`src/bmmq_pkg.sv`:
```
// Shared types, constants and float helpers for the block min/max quantizer.
`timescale 1ns / 1ps

package bmmq_pkg;

   localparam int DEFAULT_BLOCK_DEPTH = 64;
   localparam int CNT_W = 7;

   localparam logic [31:0] FLT_MAX_BITS    = 32'h7F7F_FFFF;
   localparam logic [31:0] FLT_LOWEST_BITS = 32'hFF7F_FFFF;
   localparam logic [31:0] FLT_INF_BITS    = 32'h7F80_0000;
   localparam logic [31:0] RANGE_EPS_BITS  = 32'h322B_CC77;  // 1e-8f
   localparam logic [7:0]  FLT_EXP_ALL_ONES = 8'hFF;

   localparam logic [15:0] LEVELS_NARROW = 16'h00FF;
   localparam logic [15:0] LEVELS_WIDE   = 16'hFFFF;

   // below this exponent the scaled code rounds to zero at either width
   localparam logic signed [9:0] NORM_EXP_MIN = -10'sd18;

   typedef struct packed {
      logic [31:0] sample;
      logic        has_sample;
      logic        block_end;
   } req_type;

   typedef struct packed {
      logic [15:0] code;
      logic        code_valid;
      logic [31:0] block_min;
      logic [31:0] block_max;
      logic        block_last;
      logic        overflowed;
   } rsp_type;

   // one closed block waiting for the back end
   typedef struct packed {
      logic [CNT_W-1:0] count;
      logic [31:0]      lo;
      logic [31:0]      hi;
      logic             cut;
      logic             bank;
   } desc_type;

   typedef struct packed {
      logic valid;
      logic full;
   } qstat_type;

   function automatic logic flt_finite(input logic [31:0] b);
      return b[30:23] != FLT_EXP_ALL_ONES;
   endfunction

endpackage

```
`src/bmmq_queue.sv`:
```
// Two-entry queue of closed-block descriptors between front and back end.
`timescale 1ns / 1ps

module bmmq_queue (
   input  logic                 clock,
   input  logic                 reset,
   input  logic                 push,
   input  bmmq_pkg::desc_type   push_desc,
   input  logic                 pop,
   output bmmq_pkg::desc_type   head,
   output bmmq_pkg::qstat_type  q_stat
);

   bmmq_pkg::desc_type entry_ff [2];
   logic       rd_ptr_ff, rd_ptr_in;
   logic       wr_ptr_ff, wr_ptr_in;
   logic [1:0] count_ff, count_in;

   always_comb begin
      rd_ptr_in = rd_ptr_ff ^ pop;
      wr_ptr_in = wr_ptr_ff ^ push;
      count_in  = count_ff + 2'(push) - 2'(pop);
   end

   assign head         = entry_ff[rd_ptr_ff];
   assign q_stat.valid = count_ff != 2'd0;
   assign q_stat.full  = count_ff == 2'd2;

   always_ff @(posedge clock) begin
      if (push) entry_ff[wr_ptr_ff] <= push_desc;
      if (reset) begin
         rd_ptr_ff <= 1'b0;
         wr_ptr_ff <= 1'b0;
         count_ff  <= 2'd0;
      end else begin
         rd_ptr_ff <= rd_ptr_in;
         wr_ptr_ff <= wr_ptr_in;
         count_ff  <= count_in;
      end
   end

endmodule

```
`config.mk`:
```
export PLATFORM = sky130hd
export DESIGN_NAME = bmmq_queue
export DESIGN_NICKNAME = d
export VERILOG_FILES = /design/src/bmmq_pkg.sv /design/src/bmmq_queue.sv
export SDC_FILE = /design/constraint.sdc
export NUM_CORES = 1
export LEC_CHECK = 0
export BUFFER_PORTS_ARGS = -buffer_cell sky130_fd_sc_hd__buf_2
export CAP_MARGIN = 20
export CORE_MARGIN = 4
export CORE_UTILIZATION = 50
export CTS_BUF_LIST = sky130_fd_sc_hd__clkbuf_8
export CTS_CLUSTER_SIZE = 40
export DETAILED_ROUTE_END_ITERATION = 10
export PLACE_DENSITY = 0.8
export SETUP_SLACK_MARGIN = 0.05
export SYNTH_ARGS = -nofsm -noshare
export SYNTH_HDL_FRONTEND = slang
export SYNTH_SLANG_ARGS = --single-unit
```
`constraint.sdc`:
```
create_clock -name clock -period 6.7 [get_ports clock]
set_input_delay 0.67 -clock clock [delete_from_list [all_inputs] [get_ports clock]]
set_output_delay 0.67 -clock clock [all_outputs]
set_load 0.03 [all_outputs]
```
==> results of run 1 <==
## metrics by stage
stage	worst slack [ns]	power, uW	hold slack [ns]
floorplan	3.83	1380	0.519
finish	3.60	2180	0.434
global route	3.43	2270	0.400
detailed placement	4.00	1480	0.613
CTS	3.52	2200	0.404
global placement	4.02	1470	0.593
## critical path: cells and delay by family (launching register included)
family	cells	cell delay [ns]
flops	1	0.73
mux	1	0.40
buf+inv	2	0.88
## how the worst max path moves through the flow
stage                         start  slack, ns  cells past startpoint                        to
3_3_place_gp   rd_ptr_ff$_SDFF_PP0_       4.02                      3                   head[0]
4_1_cts        rd_ptr_ff$_SDFF_PP0_       3.52                      3                   head[0]
5_1_grt        rd_ptr_ff$_SDFF_PP0_       3.43                      3                   head[0]
6_report       rd_ptr_ff$_SDFF_PP0_       3.60                      3                   head[0]
2_1_floorplan                  push       3.83                      1  entry_ff[0][0]$_DFFE_PP_
3_5_place_dp   rd_ptr_ff$_SDFF_PP0_       4.00                      3                   head[2]
## registers in the layout, summed over array words and instances (netlist names)
name / cells
wr_ptr_ff: 1
count_ff: 2
rd_ptr_ff: 1
entry_ff: 146
## cells in the mapped netlist
cell type	instances
mux2_2	13
buf_6	7
or2_2	1
nor2b_1	2
inv_1	3
mux2_4	60
xnor3_1	1
dfxtp_1	4
nor2_1	3
buf_2	1
xnor2_1	1
edfxtp_1	146
ha_1	4
## routing by layer
metal / vias up / track usage / part of all wire
li1: 1290 / - / -
met1: 1318 / 0.149 / 0.37
met2: 102 / 0.252 / 0.52
met3: 17 / 0.0626 / 0.093
met4: 4 / 0.0540 / 0.013
met5: - / 0 / 0.0029
## where the power goes
group / total [uW] / internal [uW] / switching, uW / leakage, uW
clock: 730 / 432 / 299 / 0.000206
combinational: 331 / 136 / 195 / 0.00117
sequential: 1120 / 1100 / 24.8 / 0.00140
## kinds of logic after synthesis
group	after synthesis
muxes	73
and+or+nand+nor	6
DFF	150
buffers and inverters	11
adders and majority gates	4
xor gates and xnor gates	2
## cell type report
type | instances | area, um2 | share of cell area
flip-flops and latches | 150 | 4470 | 0.636
multi-input cells | 85 | 1180 | 0.169
repair buffers | 152 | 763 | 0.109
clock buffers | 17 | 234 | 0.0333
clock inverters | 12 | 186 | 0.0266
well taps | 140 | 175 | 0.0249
inverters | 3 | 11.3 | 0.00160
==> impl_results.md, run 1 <==
- Outcome: completed
- Synth Register Bits: 150
- Cell taking the most area after synthesis: edfxtp_1
- Leakage: 0.00278 uW
- Final min period: 3.10 ns
- Hold path start: push_desc[54]
- Gates resized, CTS repair: 0
- Crit path launch type: register
- Slew Limit Fails: 0
- Yosys warns: 0
- Initial core utilization: 0.518
- CTS clk-pin slew, worst paths: 0.08 ns
- Synth top area share: 0.767
- Top cells by area, synth: edfxtp_1 77%, mux2_4 16%, mux2_2 2.6%
- CTS tree: yes
- Max VDD drop: 189 uV
- RSZ-0062 raised after global routing: false
- Min-delay worst type: primary input to register
- Reg-to-reg endpoint: entry_ff[0][9]$_DFFE_PP_
- Reg2reg start: wr_ptr_ff$_SDFF_PP0_
- FF-to-FF setup slack: 5.05 ns
- H-tree levels: 4
- Core Area: 11000 um2
- Row cnt: 38
- Worst relative slew slack: 0.325
- Number of distinct library cells after synthesis: 13
- Dpl cell area: 6600 um2
- Crit Path Class: register to output port
- Antenna cells: 0
- Simple-gate share of the synthesized area: 0.00525
- Syn_area_per_cell: 23.2 um2
- Fmax: 322 MHz
- Fill cells: 792
- Boundary pin count: 152
- Post-Syn Area: 5720 um2
- Pwr Density: 311 nW/um2
- Synth Area in XOR/XNOR: 0.00547
- Seq/Total Area, Yosys: 0.781
- Endpoints failing hold: 0
- Worst endpoint data arrival time: 2.43 ns
- Final cell count without fillers: 559
- HPWL after DPL: 6.22 mm
- Vias per cell: 4.89
- Clk_lat worst skew: 0.42 ns
- Most frequent cells in the layout: 151 x buf_2, 146 x edfxtp_1, 60 x mux2_4, 17 x clkbuf_8, 13 x mux2_2
- CP max-delay cell: dfxtp_4
- Vias in the first global route: 2891
- Crit-path max cell delay: 0.73 ns
- CTS max path bufs: 2
- Worst path cell trace: buf_4 -> mux2_2 -> buf_2
- Drt initial violations: 100
- Die area: 13200 um2
- Max-cap violations: 0
- Drt drc: 0
- Clock root buffer: clkbuf_8
- Routed wire length: 9.27 mm
- Post-CTS setup buffer count: 0
- Synth Area in Adders: 0.00875
- Clk_skew: 0.00794 ns
- First drt pass iteration count: 4
- Total CTS buffers: 17
- Hold EP: entry_ff[1][54]$_DFFE_PP_
- Total global routing overflow: 0
- Syn Nets: 327
- CP required: 6.03 ns
- Multiplexer area fraction after synthesis: 0.183
- GRT Util Overall: 0.142
- Worst Tran Pin Value: 1.01 ns
- Antenna violations before repair: 2
- Crit. End Element: output port
- Final period util: 0.463
- Post-Synthesis Cells: 246
- First-pass GRT wire length: 13.9 mm
- Area Overhead vs Synth: 22.8%
- Setup violations, final: 0
- Path depth of the worst reg2reg path: 2
- Hold buffer count at CTS: 0
- Clock sink count: 150
- Final Util: 0.637
- Placer Congestion: 0.702
- Placed Cells: 530
- Port Buffers: 151
- Total number of vias: 2731
- Worst-path maximum fanout: 41
- Routed Antenna Nets: 0
- Largest family of logic cells by synthesized area: multiplexers
- Die Span Y: 115 um
- Largest net degree at the start of global routing: 74
- WL/cell: 16.6 um
- Setup_tns: 0 ns
- Nets@finish: 490
- Fin area: 7020 um2
- Share of layout cells above drive strength 1: 0.609
- Synth Area in Compound Gates: 0
- Die Wd: 115 um
- Commonest non-fill, non-tap cell in the layout: buf_2
- Hold Path Stages: 1
Power figures use the tool's default switching activity.
==> run 2, diff against run 1 <==
CORE_UTILIZATION = 49   (was 50)
PLACE_DENSITY = 0.82   (was 0.8)
clock period = 2.61 ns   (was 6.7 ns; I/O delays follow)
==> run 2 against run 1 <==
Against the previous run:
- utilization grew 3.3 points
- worst setup slack got worse by 3.1 ns
- clock skew increased by 0.0031 ns
- non-clock buffer count grew 61
- routed wire length grew 15%
- combinational power rose to 2.9 times the previous value
- total power rose to 2.6 times the previous value
- sequential share of layout area fell by 5.2 points
- register-to-register slack lost 3.9 ns
- largest cell class unchanged
- cell area rose by 8.9%
- flip-flop and latch count unchanged
- cell count is 12% higher
==> impl_results.md, run 2 (synthesis gave the netlist of run 1 again) <==
- Fraction of power spent switching nets: 0.246 (+0.00803)
- CP required: 2.35 ns (-3.68 ns)
- Most frequent cells in the layout: 151 x buf_2, 146 x edfxtp_1, 60 x mux2_4, 58 x dlygate4sd3_1, 17 x clkbuf_8
- Total number of vias: 2990 (+9.5%)
- Final period util: 0.821
- Crit path launch type: register
- Row cnt: 39 (+2.6%)
- Largest regs: entry_ff (146), count_ff (2)
- Commonest non-fill, non-tap cell in the layout: buf_2
- H-tree levels: 4 (unchanged)
- Total CTS buffers: 17 (unchanged)
- Total power: 5620 uW (+160%)
- Min-delay worst type: primary input to register
- WL/cell: 17.1 um (+3.0%)
- Reg2reg start: wr_ptr_ff$_SDFF_PP0_
- CTS max path bufs: 2 (unchanged)
- Area Overhead vs Synth: 33.7%
- Crit. End Element: output port
- Sequential share of power: 0.509 (-0.005)
- Clk_lat worst skew: 0.43 ns (about the same)
- Hold path start: push_desc[30]
- RSZ-0062 raised after global routing: false
- Max FFs per register: 146 (unchanged)
- Clock root buffer: clkbuf_8
- Logic pwr share: 0.171 (+0.019)
- Placer Congestion: 0.683 (-2.7%)
- Largest net degree at the start of global routing: 46 (-38%)
- Slew Limit Fails: 0 (unchanged)
- Vias in the first global route: 3265 (+13%)
- Worst relative slew slack: 0.700 (+0.375)
- Outcome: completed
- Routed wire length: 10.7 mm (+15%)
- Clock sink count: 150 (unchanged)
- Gates resized, CTS repair: 0 (unchanged)
- Crit path from: rd_ptr_ff$_SDFF_PP0_
- Antenna violations before repair: 0 (-2)
- Setup violations, final: 0 (unchanged)
- Vias per cell: 4.79 (-1.9%)
- Die Span Y: 116 um (+0.94%)
- Max-cap violations: 0 (unchanged)
- Clock power frac: 0.320 (-0.015)
- Clk_skew: 0.0110 ns (+0.00307 ns)
- Crit Path Class: register to output port
- Pint: 4240 uW (+150%)
- Routed Antenna Nets: 0 (unchanged)
- Initial core utilization: 0.501 (-0.0176)
- Fill cells: 760 (-4.0%)
- Largest Register: entry_ff
- GRT Util Overall: 0.160 (+0.0171)
- Nets@finish: 551 (+12%)
- Boundary pin count: 152 (unchanged)
- Antenna cells: 0 (unchanged)
- HPWL after DPL: 6.73 mm (+8.3%)
- Core Area: 11400 um2 (+3.5%)
- Leakage: 0.00304 uW (+9.3%)
- Die Wd: 116 um (+0.94%)
- Share of layout cells above drive strength 1: 0.534 (-0.0743)
- Worst Tran Pin Value: 0.450 ns (-0.562 ns)
- Port Buffers: 151 (unchanged)
- Worst endpoint data arrival time: 1.88 ns (-0.55 ns)
- First-pass GRT wire length: 15.8 mm (+13%)
- Drt drc: 0 (unchanged)
- Setup_tns: 0 ns (unchanged)
- Drt initial violations: 148 (+48%)
- Die area: 13500 um2 (+1.9%)
- Total global routing overflow: 0 (unchanged)
- CTS clk-pin slew, worst paths: 0.08 ns (about the same)
- CTS tree: yes
- Endpoints failing hold: 0 (unchanged)
- First drt pass iteration count: 5 (+1)
- Max VDD drop: 417 uV (+120%)
- Sw power: 1380 uW (+170%)
- Final min period: 2.14 ns
- Pwr Density: 735 nW/um2 (+140%)
- Fmax: 466 MHz
- Worst-path maximum fanout: 21 (-49%)
==> run 2: cell count changes in the layout (fill, tap and decap cells not counted), sizes merged <==
cell         previous run  this run
buf                   152       155
bufinv                  5         4
dlygate4sd3             0        58
clkinv                  5         7
==> run 2: critical path, stage by stage, from the launching register on <==
cell and delay [ns]:
dfxtp_4 0.49, buf_4 0.39, mux2_2 0.39, buf_2 0.18
==> run 2: metrics by stage <==
stage | setup slack [ns] | cell area (um2) | hold slack (ns) | util | instances
2_1_floorplan | 0.0773 | 5720 | 0.328 | - | 246
3_3_place_gp | 0.914 | 6670 | 0.448 | 0.584 | 536
3_5_place_dp | 0.917 | 6670 | 0.452 | 0.584 | 536
4_1_cts | 0.422 | 7500 | 0.000371 | 0.657 | 610
5_1_grt | 0.368 | 7640 | 0.000596 | 0.669 | 624
6_report | 0.466 | 7640 | 0.0337 | 0.669 | 624
==> run 2: area by class of cell <==
cell class                 instances  area (um2)  area share
clock buffer                      17         234      0.0306
clock inverter                    13         164      0.0214
inverter                           3        11.3     0.00147
multi-input combinational         85        1180       0.155
sequential                       150        4470       0.585
tap                              143         179      0.0234
timing repair buffer             213        1400       0.184
==> run 2: timing repair <==
item,in CTS,in global routing
hold buffers,44,14
setup buffers,0,0
endpoints found under the hold margin,83,25
==> run 2: routing by layer <==
metal / global-route usage / up-vias / wire length (um)
met3: 0.0548 / 8 / 640
met2: 0.292 / 116 / 5790
met4: 0.0580 / 0 / 99
met5: 0 / - / 0
met1: 0.170 / 1451 / 4130
li1: - / 1415 / -
==> run 2: power groups by stage <==
stage	sequential [uW]	clock [uW]	combinational, uW
after floorplan	2900	0	653
after CTS	2860	1850	948
after global routing	2870	1960	1020
after detailed placement	2920	0	894
final	2860	1800	959
after global placement	2900	0	876
==> run 2: worst paths after layout <==
path,end,slack (ns),cells past startpoint
max,head[63],0.47,3
max reg2reg,entry_ff[0][37]$_DFFE_PP_,1.10,3
min reg2reg,wr_ptr_ff$_SDFF_PP0_,0.62,3
min,entry_ff[1][30]$_DFFE_PP_,0.03,1
==> run 3, diff against run 2 <==
CORE_UTILIZATION = 50   (was 49)
PLACE_DENSITY = 0.8   (was 0.82)
clock period = 2.06 ns   (was 2.61 ns; I/O delays follow)
==> run 3 against run 2 <==
Against the previous run:
- cell area increased by 3.1%
- combinational power grew 32%
- critical path type unchanged
- sequential power grew 27%
- via count grew 3.2%
- count of clock-buffer cells in the layout stayed put
- first-iteration DRC count down 5.4%
- clock skew fell by 0.0050 ns
- worst hold slack better by 0.053 ns
- largest power group unchanged
- worst setup slack worse by 0.25 ns
- total power is 29% higher
- clock power rose by 30%
- flip-flop and latch count did not move
==> impl_results.md, run 3 (synthesis gave the netlist of run 1 again) <==
- Outcome: completed
- Area Overhead vs Synth: 37.8%
- Endpoints failing hold: 0 (unchanged)
- Leakage: 0.00315 uW (+3.8%)
- RSZ-0062 raised after global routing: false
- First drt pass iteration count: 4 (-1)
- Critical Path End: head[0]
- Setup violations, final: 0 (unchanged)
- Reg-to-reg endpoint: entry_ff[0][40]$_DFFE_PP_
- CP required: 1.85 ns (-0.50 ns)
- Clock root buffer: clkbuf_8
- Max FFs per register: 146 (unchanged)
- Clock power frac: 0.324 (+0.004)
- Sw power: 1790 uW (+30%)
- Routed wire length: 11.2 mm (+4.9%)
- Final min period: 1.84 ns
- Crit path buffers/inverters: 2 (unchanged)
- Setup_tns: 0 ns (unchanged)
- Antenna violations before repair: 0 (unchanged)
- CTS tree: yes
- Die Wd: 115 um (-0.94%)
- WL/cell: 17.4 um (+1.8%)
- Final hold slack: 0.0862 ns (+0.0526 ns)
- Max VDD drop: 662 uV (+59%)
- FF-to-FF setup slack: 0.62 ns (-0.48 ns)
- Dpl cell area: 6690 um2 (+0.36%)
- Total CTS buffers: 17 (unchanged)
- CTS clk-pin slew, worst paths: 0.08 ns (about the same)
- Vias in the first global route: 3418 (+4.7%)
- Pint: 5430 uW (+28%)
- First-pass GRT wire length: 17.1 mm (+8.2%)
- Clk_lat worst skew: 0.42 ns (about the same)
- Worst path depth: 3 (unchanged)
- Drt drc: 0 (unchanged)
- Port Buffers: 151 (unchanged)
- Fin area: 7880 um2 (+3.1%)
- Worst-path maximum fanout: 27 (+29%)
- H-tree levels: 4 (unchanged)
- CP max-delay cell: dfxtp_4
- Vias per cell: 4.80 (+0.19%)
- Min-delay worst type: primary input to register
- Largest net degree at the start of global routing: 38 (-17%)
- Clk_skew: 0.00601 ns (-0.00501 ns)
- Sequential share of power: 0.500 (-0.009)
- Initial core utilization: 0.518 (+0.0176)
- Crit path from: rd_ptr_ff$_SDFF_PP0_
- GRT Util Overall: 0.176 (+0.0159)
- Crit path launch type: register
- Hold Path Stages: 3 (+2)
- Crit. End Element: output port
- Crit Path Class: register to output port
- Worst Tran Pin Value: 0.389 ns (-0.0610 ns)
- Pwr Density: 917 nW/um2 (+25%)
- Worst endpoint data arrival time: 1.64 ns (-0.24 ns)
- Fmax: 543 MHz
- Fraction of power spent switching nets: 0.248 (+0.00259)
- Total number of vias: 3087 (+3.2%)
- Largest Register: entry_ff
- Worst path cell trace: buf_12 -> mux2_2 -> buf_2
- Row cnt: 38 (-2.6%)
- Slew Limit Fails: 0 (unchanged)
- Commonest non-fill, non-tap cell in the layout: buf_2
- Die Span Y: 115 um (-0.94%)
- Final period util: 0.895
- Largest regs: entry_ff (146), count_ff (2)
- Logic pwr share: 0.176 (+0.005)
- Reg2reg start: wr_ptr_ff$_SDFF_PP0_
- Die area: 13200 um2 (-1.9%)
- Total global routing overflow: 0 (unchanged)
- Worst relative slew slack: 0.741 (+0.0407)
- Nets@finish: 572 (+3.8%)
- CP delay by family, top: flip-flops
- Routed Antenna Nets: 0 (unchanged)
- CTS max path bufs: 2 (unchanged)
- Most frequent cells in the layout: 151 x buf_2, 146 x edfxtp_1, 74 x dlygate4sd3_1, 60 x mux2_4, 17 x clkbuf_8
- Antenna cells: 0 (unchanged)
- Max-cap violations: 0 (unchanged)
- Path depth of the worst reg2reg path: 3 (unchanged)
- Boundary pin count: 152 (unchanged)
- HPWL after DPL: 6.86 mm (+1.8%)
- Placer Congestion: 0.699 (+2.4%)
- Crit-path max cell delay: 0.42 ns (-0.07 ns)
- Drt initial violations: 140 (-5.4%)
- Clock sink count: 150 (unchanged)
- Core Area: 11000 um2 (-3.4%)
- Share of layout cells above drive strength 1: 0.529 (-0.00548)
==> run 3: changes by cell type in the layout (fill, tap and decap cells not counted) <==
cell           change
clkinv_4           +2
buf_4              +4
clkinv_1           -5
clkinvlp_4         +1
inv_6              +1
dlygate4sd3_1     +16
buf_16             +1
inv_1              +2
==> run 3: layout make-up <==
cell class / count / area [um2]
clock buffers: 17 / 234
repair buffers: 234 / 1620
clock inverters: 14 / 186
fillers: 691 / 3150
inverters: 3 / 11.3
multi-input cells: 85 / 1180
well taps: 140 / 175
flip-flops and latches: 150 / 4470
==> run 3: per-layer routing <==
| layer | vias up | track usage | share of wire |
|---|---|---|---|
| met5 | - | 0 | 0 |
| met4 | 0 | 0.0626 | 0.015 |
| met3 | 15 | 0.0674 | 0.064 |
| met2 | 112 | 0.319 | 0.55 |
| met1 | 1500 | 0.184 | 0.37 |
| li1 | 1460 | - | - |
==> run 3: worst min-delay path by stage <==
stage	from	to	slack [ns]
2_1_floorplan	reset	wr_ptr_ff$_SDFF_PP0_	0.27
3_3_place_gp	push_desc[31]	entry_ff[1][31]$_DFFE_PP_	0.39
6_report	pop	rd_ptr_ff$_SDFF_PP0_	0.09
5_1_grt	pop	rd_ptr_ff$_SDFF_PP0_	0.08
3_5_place_dp	push_desc[3]	entry_ff[0][3]$_DFFE_PP_	0.40
4_1_cts	pop	rd_ptr_ff$_SDFF_PP0_	0.04
==> run 3: worst reg2reg max path, delay by kind of cell, from the launching register on <==
| kind | cells | cell delay, ns |
|---|---|---|
| buffers and inverters | 2 | 0.41 |
| adder cells (fa/ha/maj) | 1 | 0.38 |
| flip-flops | 1 | 0.34 |
==> run 3: power by group through the flow <==
stage	clock network, uW	logic, uW	registers, uW
2_1_floorplan	0	829	3670
3_3_place_gp	0	1120	3680
3_5_place_dp	0	1140	3700
4_1_cts	2390	1280	3620
5_1_grt	2580	1350	3630
6_report	2340	1270	3620
==> run 3: stage by stage <==
| stage | std cells | utilization | setup WS (ns) | total power [uW] |
|---|---|---|---|---|
| 2_1_floorplan | 246 | - | 0.299 | 4500 |
| 3_3_place_gp | 535 | 0.606 | 0.526 | 4800 |
| 3_5_place_dp | 535 | 0.606 | 0.524 | 4840 |
| 4_1_cts | 643 | 0.714 | 0.194 | 7280 |
| 5_1_grt | 643 | 0.714 | 0.138 | 7550 |
| 6_report | 643 | 0.714 | 0.217 | 7230 |
==> run 3: repair_timing <==
item,4_1_cts,5_1_grt
setup buffers,3,0
setup endpoints to repair,12,0
hold buffers,74,0
endpoints found under the hold margin,150,0
resized for setup,1,0
