### config.mk
export PLATFORM = sky130hd
export DESIGN_NAME = bmmq_front
export DESIGN_NICKNAME = d
export VERILOG_FILES = /design/src/bmmq_pkg.sv /design/src/bmmq_front.sv
export SDC_FILE = /design/constraint.sdc
export NUM_CORES = 1
export LEC_CHECK = 0
export BUFFER_PORTS_ARGS = -buffer_cell sky130_fd_sc_hd__buf_2
export CORE_ASPECT_RATIO = 2
export CORE_MARGIN = 3
export CORE_UTILIZATION = 44
export DETAILED_ROUTE_END_ITERATION = 6
export GPL_TIMING_DRIVEN = 0
export PLACE_DENSITY = 0.65
export REMOVE_ABC_BUFFERS = 1
export SLEW_MARGIN = 20
export SYNTH_ARGS = -nofsm -noshare
export SYNTH_HDL_FRONTEND = slang
export SYNTH_SLANG_ARGS = --single-unit
### constraint.sdc
create_clock -name clock -period 7.4 [get_ports clock]
set_clock_uncertainty 0.1 [all_clocks]
set_input_delay 1.11 -clock clock [delete_from_list [all_inputs] [get_ports clock]]
set_output_delay 1.11 -clock clock [all_outputs]
set_load 0.005 [all_outputs]
### src/bmmq_pkg.sv
// Shared types, constants and float helpers for the block min/max quantizer.
`timescale 1ns / 1ps

package bmmq_pkg;

   localparam int DEFAULT_BLOCK_DEPTH = 64;
   localparam int CNT_W = 7;

   localparam logic [31:0] FLT_MAX_BITS    = 32'h7F7F_FFFF;
   localparam logic [31:0] FLT_LOWEST_BITS = 32'hFF7F_FFFF;
   localparam logic [31:0] FLT_INF_BITS    = 32'h7F80_0000;
   localparam logic [31:0] RANGE_EPS_BITS  = 32'h322B_CC77;  // 1e-8f
   localparam logic [7:0]  FLT_EXP_ALL_ONES = 8'hFF;

   localparam logic [15:0] LEVELS_NARROW = 16'h00FF;
   localparam logic [15:0] LEVELS_WIDE   = 16'hFFFF;

   // below this exponent the scaled code rounds to zero at either width
   localparam logic signed [9:0] NORM_EXP_MIN = -10'sd18;

   typedef struct packed {
      logic [31:0] sample;
      logic        has_sample;
      logic        block_end;
   } req_type;

   typedef struct packed {
      logic [15:0] code;
      logic        code_valid;
      logic [31:0] block_min;
      logic [31:0] block_max;
      logic        block_last;
      logic        overflowed;
   } rsp_type;

   // one closed block waiting for the back end
   typedef struct packed {
      logic [CNT_W-1:0] count;
      logic [31:0]      lo;
      logic [31:0]      hi;
      logic             cut;
      logic             bank;
   } desc_type;

   typedef struct packed {
      logic valid;
      logic full;
   } qstat_type;

   function automatic logic flt_finite(input logic [31:0] b);
      return b[30:23] != FLT_EXP_ALL_ONES;
   endfunction

endpackage

### src/bmmq_front.sv
// Front end: accepts beats, tracks block min/max, writes the buffer, closes blocks.
`timescale 1ns / 1ps

module bmmq_front #(
   parameter int BLOCK_DEPTH = bmmq_pkg::DEFAULT_BLOCK_DEPTH,
   localparam int IDX_W = (BLOCK_DEPTH > 1) ? $clog2(BLOCK_DEPTH) : 1
) (
   input  logic                 clock,
   input  logic                 reset,
   input  logic                 req_valid,
   input  bmmq_pkg::req_type    req_data,
   output logic                 req_ready,
   input  bmmq_pkg::qstat_type  q_stat,
   output logic                 push,
   output bmmq_pkg::desc_type   push_desc,
   output logic                 wr_en,
   output logic [IDX_W:0]       wr_addr,
   output logic [31:0]          wr_data
);

   localparam int FILL_W = $clog2(BLOCK_DEPTH + 1);
   localparam logic [FILL_W-1:0] DEPTH_V = FILL_W'(BLOCK_DEPTH);

   logic [FILL_W-1:0] fill_ff, fill_in, fill_next;
   logic [31:0]       min_ff, min_in, min_next;
   logic [31:0]       max_ff, max_in, max_next;
   logic              any_ff, any_in, any_next;
   logic              bank_ff, bank_in;
   logic              accept, store, close;

   function automatic logic flt_less(input logic [31:0] a, input logic [31:0] b);
      if (a[30:0] == 31'd0 && b[30:0] == 31'd0) return 1'b0;
      if (a[31] != b[31]) return a[31];
      if (!a[31]) return a[30:0] < b[30:0];
      return a[30:0] > b[30:0];
   endfunction

   assign req_ready = !q_stat.full;
   assign accept    = req_valid && req_ready;
   assign store     = req_data.has_sample;

   always_comb begin
      fill_next = fill_ff + FILL_W'(store);
      min_next  = min_ff;
      max_next  = max_ff;
      any_next  = any_ff;
      if (store && bmmq_pkg::flt_finite(req_data.sample)) begin
         if (flt_less(req_data.sample, min_ff)) min_next = req_data.sample;
         if (flt_less(max_ff, req_data.sample)) max_next = req_data.sample;
         any_next = 1'b1;
      end
      close = req_data.block_end || (fill_next == DEPTH_V);

      fill_in = fill_ff;
      min_in  = min_ff;
      max_in  = max_ff;
      any_in  = any_ff;
      bank_in = bank_ff;
      if (accept) begin
         if (close) begin
            fill_in = '0;
            min_in  = bmmq_pkg::FLT_MAX_BITS;
            max_in  = bmmq_pkg::FLT_LOWEST_BITS;
            any_in  = 1'b0;
            bank_in = !bank_ff;
         end else begin
            fill_in = fill_next;
            min_in  = min_next;
            max_in  = max_next;
            any_in  = any_next;
         end
      end
   end

   assign push            = accept && close;
   assign push_desc.count = bmmq_pkg::CNT_W'(fill_next);
   assign push_desc.lo    = any_next ? min_next : 32'd0;
   assign push_desc.hi    = any_next ? max_next : 32'd0;
   assign push_desc.cut   = !req_data.block_end;
   assign push_desc.bank  = bank_ff;

   assign wr_en   = accept && store;
   assign wr_addr = {bank_ff, fill_ff[IDX_W-1:0]};
   assign wr_data = req_data.sample;

   always_ff @(posedge clock) begin
      if (reset) begin
         fill_ff <= '0;
         min_ff  <= bmmq_pkg::FLT_MAX_BITS;
         max_ff  <= bmmq_pkg::FLT_LOWEST_BITS;
         any_ff  <= 1'b0;
         bank_ff <= 1'b0;
      end else begin
         fill_ff <= fill_in;
         min_ff  <= min_in;
         max_ff  <= max_in;
         any_ff  <= any_in;
         bank_ff <= bank_in;
      end
   end

endmodule

==> flow_metrics.tcl, run 1 <==
set metrics [dict create \
    finalCritPeriodShare 0.7523 \
    drive_above_1_share 0.2072 \
    wl_mm 21.59 \
    synth_cell_types 53 \
    place_ws_ns 2.042 \
    grt_max_degree 58 \
    clkTransAtPathRegs_ns 0.06 \
    start_util 0.4538 \
    grt_first_pass_wirelength_mm 34.07 \
    vias 6842 \
    numCtsBuffers 9 \
    syn_avg_cell_area_sq_um 7.442 \
    critPathTopFamily "compound AO/OA/AOI/OAI gates" \
    synth.most_common_cell "nor3_1" \
    clk_latency_ns 0.34 \
    die_h_microns 176.7 \
    area_growth_pct 15.88 \
    hold_buffers 0 \
    wl_per_cell_microns 19.10 \
    drc 0 \
    syn_inst 861 \
    first_iter_violations 445 \
    viasPerCell 6.055 \
    ys_top_cells_by_area "dfxtp_1 (23%), ha_1 (12%), mux2i_1 (9.2%), nor3_1 (8.0%), a21oi_1 (7.6%)" \
    status "complete, no violations" \
    boundaryPins 154 \
    coreArea_sq_um 14120 \
    rsz0062_at_grt "false" \
    tightest_slew_ns 1.065 \
    finalHoldViolations 0 \
    setup_tns_ns 0 \
    finish.utilization 0.5258 \
    async_reset_ff_frac 0 \
    synth_top_area_share 0.2281 \
    cts_resized 0 \
    die_area_sq_um 16130 \
    worst_setup_path_start_kind "input pin" \
    fmax_mhz 179.6 \
    antenna_cells 0 \
    hold_path_startpoint "fill_ff[0]$_SDFFE_PP0P_" \
    cts_setup_buffers 0 \
    yosysSeqAreaShare 0.2281 \
    cts.path.max_buffers 2 \
    synthFlopType "dfxtp_1" \
    synth-edff-count 0 \
    io_buffers 152 \
    overflow 0 \
    hold_class "reg -> reg" \
    drv_slew 0 \
    fin_crit_ns 5.567 \
    criticalPathCategory "in -> out" \
    setup_viol 0 \
    maxSlewHeadroom 0.2888 \
    power_w 0.001153 \
    netlist_area_sq_um 6407 \
    cts_sinks 73 \
    grt_pass1_vias 6773 \
    die_w_microns 91.33 \
    fin_ws_ns 1.833 \
    synth_seq_cells 73 \
    slowest_delay_ns 0.70 \
    reg2reg_from "min_ff[4]$_SDFFE_PP1P_" \
    ys_warn_count 0 \
    row_count 61 \
    cts_root_buf "clkbuf_16" \
    cp_num_buf_inv 4 \
    worstPathCellList "buf_2 -> ha_1 -> a211oi_1 -> nor2_1 -> o31a_1 -> o41ai_1 -> nand4_1 -> buf_8 -> buf_8 -> nand3_1 -> a21oi_1 -> buf_2" \
    drt_first_pass_iters 5 \
    dp_cells 1114 \
    critical_path.startpoint "req_data[6]" \
    p_leak_nw 3.604 \
    yosysTopAreaCell "dfxtp_1" \
    antenna_found_initial 0 \
    layout.nets 1039 \
    end_kind "output port" \
    drtAntennaViolNets 0 \
    gp_congestion 0.8681 \
    grt_usage 0.2644 \
    crit_fanout 14 \
    slowest_stage "nand4_1" \
    htree_levels 3 \
    pwr_density_cell_nw_per_um2 155.3 \
    dp_hpwl_mm 16.21 \
    finalNonFillerCells 1130 \
    ys_top_cells_by_count "nor3_1 (102), a21oi_1 (97), nand3_1 (81)" \
    cts_tree "built" \
    cap_viol_max_count 0 \
    ir_worst_vdd_mv 0.1083 \
    critPathRequiredTime_ns 6.19 \
    worstPathArrival_ns 4.36 \
]
-- kinds of logic after synthesis --
group,count (synthesis),share of synthesized area
AND/OR/NAND/NOR,285,0.2314
AO/OA/AOI/OAI,204,0.1810
buffers and inverters,170,0.1342
flip-flops,73,0.2281
adder cells (fa/ha/maj),64,0.1250
multiplexers,59,0.09217
XOR/XNOR,6,0.008201
-- worst min-delay path, delay by kind of cell, from the launching register on --
family | cells | cell delay, ns
compound gates | 1 | 0.05
simple gates | 1 | 0.06
flops | 1 | 0.33
-- flip-flops by register name (all words and copies together) (netlist names) --
register and flops:
any_ff 1, bank_ff 1, fill_ff 7, max_ff 32, min_ff 32
-- worst paths after layout --
kind	endpoint	slack, ns	cells past startpoint
hold / removal	fill_ff[0]$_SDFFE_PP0P_	0.39	2
hold reg to reg	fill_ff[0]$_SDFFE_PP0P_	0.39	2
setup reg to reg	min_ff[15]$_SDFFE_PP1P_	3.38	11
setup / recovery	push_desc[50]	1.83	12
-- power by group --
group	total [W]	leakage, nW	internal [W]	switching (W)
registers	0.000420	0.594	0.000405	0.0000151
logic	0.000312	2.88	0.000127	0.000184
clock network	0.000421	0.135	0.000237	0.000184
total	0.00115	3.60	0.000769	0.000384
-- cells in the final DEF, fill, tap and decap left out, drive strengths merged, types with 16 or more instances in the layout --
| master | netlist | routed |
|---|---|---|
| a21oi | 97 | 97 |
| buf | 60 | 165 |
| dfxtp | 73 | 73 |
| ha | 64 | 64 |
| inv | 69 | 70 |
| mux2i | 59 | 59 |
| nand2 | 21 | 21 |
| nand3 | 81 | 81 |
| nand4 | 23 | 23 |
| nor2 | 16 | 16 |
| nor3 | 103 | 103 |
| nor4 | 25 | 25 |
| o21ai | 72 | 72 |
-- metal layers --
metal	track usage	share of wire
met5	0	0
met3	0.03362	0.042
met1	0.2654	0.36
met4	0.1486	0.044
met2	0.5118	0.56
-- stage by stage --
stage,hold slack (ns),cell area [sq um]
final,0.3857,7425
after global routing,0.4154,7425
after global placement,0.3633,6804
after detailed placement,0.3749,7143
after CTS,0.3846,7425
after floorplan,0.3554,5807
-- area by class of cell --
| class | count | area (sq um) |
|---|---|---|
| Inverter | 69 | 259.0 |
| Clock inverter | 6 | 42.54 |
| Clock buffer | 10 | 239.0 |
| Fill cell | 1453 | 6695 |
| Multi-Input combinational cell | 618 | 4159 |
| Sequential cell | 73 | 1461 |
| Timing Repair Buffer | 165 | 1027 |
| Tap cell | 189 | 236.5 |
Power figures use the tool's default switching activity.
==> run 2, diff against run 1 <==
--- a/config.mk
+++ b/config.mk
@@ -11,7 +11,7 @@
 export CORE_UTILIZATION = 44
 export DETAILED_ROUTE_END_ITERATION = 6
 export GPL_TIMING_DRIVEN = 0
-export PLACE_DENSITY = 0.65
+export PLACE_DENSITY = 0.67
 export REMOVE_ABC_BUFFERS = 1
 export SLEW_MARGIN = 20
 export SYNTH_ARGS = -nofsm -noshare
==> constraint.sdc (replaced) <==
create_clock -name clock -period 4.9 [get_ports clock]
set_clock_uncertainty 0.1 [all_clocks]
set_input_delay 0.735 -clock clock [delete_from_list [all_inputs] [get_ports clock]]
set_output_delay 0.735 -clock clock [all_outputs]
set_load 0.005 [all_outputs]
==> run 2 against run 1 <==
  * Global-route usage shrank 0.16 points
  * Combinational power grew 51%
  * Die area is the same
  * Largest cell class unchanged
==> flow_metrics.tcl, run 2 (synthesis results as in run 1) <==
set metrics [dict create \
    antenna_found_initial 0 \
    grt_max_degree 78 \
    row_count 61 \
    overflow 0 \
    holdPathEnd "fill_ff[0]$_SDFFE_PP0P_" \
    mostFrequentLayoutCells "buf_2 (151), nor3_1 (102), a21oi_1 (95)" \
    top_regs "max_ff: 32 flops, min_ff: 32 flops, fill_ff: 7 flops" \
    finalHoldViolations 0 \
    die_h_microns 176.7 \
    cts_resized 0 \
    antenna_cells 0 \
    wl_per_cell_microns 19.29 \
    area_growth_pct 16.03 \
    fin_ws_ns 0.2592 \
    hold_class "reg -> reg" \
    pwr_density_cell_nw_per_um2 240.6 \
    cts_setup_buffers 0 \
    drv_slew 0 \
    fin_crit_ns 4.641 \
    worst_setup_path_start_kind "input pin" \
    cts_root_buf "clkbuf_16" \
    setup_viol 0 \
    io_buffers 152 \
    layout.nets 1038 \
    hold_buffers 0 \
    status "complete, no violations" \
    tightest_slew_ns 1.014 \
    rsz0062_at_grt "false" \
    dp_hpwl_mm 16.21 \
    stdcell_area_sq_um 7435 \
    grt_first_pass_wirelength_mm 33.86 \
    clkTransAtPathRegs_ns 0.06 \
    hold_path_startpoint "fill_ff[0]$_SDFFE_PP0P_" \
    cts_tree "built" \
    cap_viol_max_count 0 \
    die_area_sq_um 16130 \
    worstPathArrival_ns 3.81 \
    viasPerCell 6.043 \
    drtAntennaViolNets 0 \
    end_kind "output port" \
    cts_sinks 73 \
    p_leak_nw 3.606 \
    layout_commonest_cell "buf_2" \
    finish.utilization 0.5265 \
    htree_levels 3 \
    drc 0 \
    drive_above_1_share 0.2064 \
    place_ws_ns 0.2774 \
    fmax_mhz 215.5 \
    crit_fanout 14 \
    grt_usage 0.2628 \
    clk_latency_ns 0.34 \
    maxSlewHeadroom 0.3224 \
    cts.path.max_buffers 2 \
    r2r-end "min_ff[1]$_SDFFE_PP1P_" \
    die_w_microns 91.33 \
    criticalPathCategory "in -> out" \
    ir_worst_vdd_mv 0.1773 \
    vias 6823 \
    start_util 0.4538 \
    first_iter_violations 349 \
    reg2reg_from "min_ff[16]$_SDFFE_PP1P_" \
    grt_pass1_vias 6685 \
    boundaryPins 154 \
    numCtsBuffers 9 \
    reg2reg_depth 9 \
    place_area_sq_um 7128 \
    r2r_setup_slack_ns 1.12 \
    drt_first_pass_iters 7 \
    wl_mm 21.78 \
    finalCritPeriodShare 0.9471 \
    coreArea_sq_um 14120 \
    critPathRequiredTime_ns 4.07 \
    holdPathStages 2 \
    gp_congestion 0.8597 \
]
-- run 2: cell types whose count changed in the layout (fill, tap and decap cells not counted) --
| cell | delta |
|---|---|
| buf_8 | -1 |
| bufinv_16 | +1 |
| clkinv_2 | -1 |
| clkinv_4 | +1 |
| inv_6 | -1 |
-- run 2: report_power, final --
group / switching, W / internal [W]
clock network: 0.000275 / 0.000409
registers: 0.0000229 / 0.000612
logic: 0.000279 / 0.000191
total: 0.000578 / 0.00121
-- run 2: cell type report --
class                   count  area [sq um]
flip-flops and latches     73          1461
well taps                 189         236.5
fillers                  1415          6685
repair buffers            164          1012
clock inverters             6         67.56
clock buffers              10         239.0
multi-input cells         618          4159
inverters                  69         259.0
-- run 2: worst max-delay path: stages --
cell and delay [ns]:
buf_2 0.15, ha_1 0.34, a21oi_1 0.16, a21oi_1 0.08, o31a_1 0.32, o41ai_1 0.51, nand4_1 0.65, buf_8 0.39
buf_6 0.16, nand3_1 0.10, a21oi_1 0.07, buf_2 0.13
-- run 2: stage by stage --
stage / instances / hold slack [ns] / total power (W) / setup TNS [ns]
after detailed placement: 1113 / 0.3646 / 0.001113 / 0
final: 1129 / 0.3731 / 0.001789 / 0
after global placement: 1101 / 0.3549 / 0.001084 / -177.54
after global routing: 1129 / 0.4109 / 0.001867 / 0
after floorplan: 760 / 0.3554 / 0.0008804 / 0
after CTS: 1129 / 0.3728 / 0.001793 / 0
-- run 2: how the worst max path moves through the flow --
stage	startpoint	endpoint	slack, ns	depth (start not counted)
6_report	req_data[4]	push_desc[49]	0.26	12
4_1_cts	req_data[31]	push_desc[40]	0.27	10
3_5_place_dp	req_data[31]	push_desc[40]	0.28	10
2_1_floorplan	req_data[27]	push_desc[33]	0.14	4
3_3_place_gp	req_data[31]	push_desc[22]	-1.93	6
5_1_grt	req_data[31]	push_desc[49]	0.01	12
-- run 2: metal layers --
metal / track usage / wire (microns) / up-vias
met2: 0.4998 / 12020 / 238
met1: 0.2740 / 7773 / 3259
met4: 0.1467 / 966 / 0
met3: 0.03021 / 1017 / 67
li1: - / - / 3259
met5: 0 / 0 / -
==> run 3, diff against run 2 <==
--- a/config.mk
+++ b/config.mk
@@ -5,13 +5,17 @@
 export SDC_FILE = /design/constraint.sdc
 export NUM_CORES = 1
 export LEC_CHECK = 0
+export ABC_AREA = 0
 export BUFFER_PORTS_ARGS = -buffer_cell sky130_fd_sc_hd__buf_2
+export CELL_PAD_IN_SITES_DETAIL_PLACEMENT = 0
+export CELL_PAD_IN_SITES_GLOBAL_PLACEMENT = 1
 export CORE_ASPECT_RATIO = 2
 export CORE_MARGIN = 3
-export CORE_UTILIZATION = 44
+export CORE_UTILIZATION = 36
+export CTS_CLUSTER_SIZE = 10
 export DETAILED_ROUTE_END_ITERATION = 6
 export GPL_TIMING_DRIVEN = 0
-export PLACE_DENSITY = 0.67
+export PLACE_DENSITY = 0.76
 export REMOVE_ABC_BUFFERS = 1
 export SLEW_MARGIN = 20
 export SYNTH_ARGS = -nofsm -noshare
==> run 3 against run 2 <==
  * Critical path type unchanged
  * Combinational power grew 3%
  * Routed wire length grew 10%
  * Core utilization shrank 9.4 points
  * Worst setup slack lost 0.0025 ns
==> flow_metrics.tcl, run 3 (synthesis results as in run 1) <==
set metrics [dict create \
    drt_first_pass_iters 6 \
    crit_fanout 33 \
    layout_commonest_cell "buf_2" \
    finalCritPeriodShare 0.9476 \
    numCtsBuffers 9 \
    overflow 0 \
    drive_above_1_share 0.2089 \
    antenna_cells 0 \
    cts_sinks 73 \
    cap_viol_max_count 0 \
    coreArea_sq_um 17360 \
    place_ws_ns 0.3045 \
    r2r_setup_slack_ns 0.98 \
    grt_first_pass_wirelength_mm 37.14 \
    dp_hpwl_mm 17.75 \
    ir_worst_vdd_mv 0.1794 \
    finalHoldViolations 0 \
    holdPathEnd "fill_ff[0]$_SDFFE_PP0P_" \
    tightest_slew_ns 1.131 \
    worst_setup_path_start_kind "input pin" \
    die_h_microns 194.7 \
    stdcell_area_sq_um 7511 \
    grt_pass1_vias 6860 \
    top_regs "max_ff: 32 flops, min_ff: 32 flops, fill_ff: 7 flops" \
    criticalPathCategory "in -> out" \
    grt_usage 0.2433 \
    drv_slew 0 \
    pwr_density_cell_nw_per_um2 241.1 \
    power_w 0.001811 \
    cts_tree "built" \
    layout.nets 1041 \
    drtAntennaViolNets 0 \
    maxSlewHeadroom 0.2445 \
    die_area_sq_um 19530 \
    setup_viol 0 \
    setup_tns_ns 0 \
    gp_congestion 0.8963 \
    cts_setup_buffers 0 \
    boundaryPins 154 \
    critPathRequiredTime_ns 4.07 \
    hold_path_startpoint "fill_ff[0]$_SDFFE_PP0P_" \
    die_w_microns 100.3 \
    drc 0 \
    rsz0062_at_grt "false" \
    end_kind "output port" \
    clkTransAtPathRegs_ns 0.06 \
    mostFrequentLayoutCells "buf_2 (151), nor3_1 (102), a21oi_1 (95)" \
    holdPathStages 2 \
    grt_max_degree 54 \
    wl_per_cell_microns 20.79 \
    status "complete, no violations" \
    p_leak_nw 3.631 \
    reg2reg_from "min_ff[16]$_SDFFE_PP1P_" \
    io_buffers 152 \
    reg2reg_depth 10 \
    antenna_found_initial 0 \
    fillers 1850 \
    seq_area_sq_um 1461 \
    worstPathArrival_ns 3.81 \
    wl_mm 23.98 \
    vias 6814 \
    r2r-end "min_ff[14]$_SDFFE_PP1P_" \
    hold_buffers 0 \
    area_growth_pct 17.22 \
    viasPerCell 5.910 \
    finish.utilization 0.4327 \
    hold_class "reg -> reg" \
    multiInputGateArea_sq_um 4159 \
    cts_root_buf "clkbuf_16" \
    htree_levels 3 \
    fin_ws_ns 0.2567 \
    clk_latency_ns 0.35 \
    fmax_mhz 215.4 \
    first_iter_violations 326 \
    fin_crit_ns 4.643 \
    cts.path.max_buffers 2 \
    cts_resized 0 \
    row_count 68 \
    place_area_sq_um 7204 \
    start_util 0.3692 \
]
run 3: cell count changes in the layout (fill, tap and decap cells not counted):
cell,before,now
buf_6,1,3
buf_16,5,6
run 3: cell type report:
type / instances / share of cell area
flip-flops and latches: 73 / 0.1946
multi-input cells: 618 / 0.5537
inverters: 69 / 0.03448
well taps: 210 / 0.03498
clock inverters: 6 / 0.008996
clock buffers: 10 / 0.03182
repair buffers: 167 / 0.1414
run 3: worst max-delay path: stages:
cell and delay, ns:
buf_2 0.17, ha_1 0.33, nand4_1 0.13, nor2_1 0.11
and3_1 0.21, a311oi_1 0.58, o211a_2 0.90, o21ai_0 0.21
a21oi_1 0.27, buf_2 0.16
run 3: metrics by stage:
stage / hold WS [ns] / instances
floorplan: 0.3554 / 760
global placement: 0.3785 / 1122
detailed placement: 0.3860 / 1137
CTS: 0.3945 / 1153
global route: 0.4169 / 1153
finish: 0.3913 / 1153
run 3: worst max path at each step:
stage	start	to	cells past startpoint
floorplan	req_data[27]	push_desc[33]	4
global placement	req_data[31]	push_desc[33]	6
detailed placement	req_data[31]	push_desc[54]	10
CTS	req_data[31]	push_desc[54]	10
global route	req_data[28]	push_desc[33]	11
finish	req_data[31]	push_desc[64]	10
run 3: where the power goes:
group          internal (W)  switching (W)  leakage [nW]  total [W]
clock              0.000409       0.000281         0.145   0.000690
sequential         0.000612      0.0000240         0.594   0.000636
combinational      0.000196       0.000290          2.89   0.000486
total               0.00122       0.000595          3.63    0.00181
run 3: layer usage:
metal / vias to the layer above / share of wire / track usage
li1: 3277 / - / -
met1: 3240 / 0.35 / 0.2462
met2: 220 / 0.55 / 0.4545
met3: 77 / 0.047 / 0.03592
met4: 0 / 0.055 / 0.1424
met5: - / 0 / 0
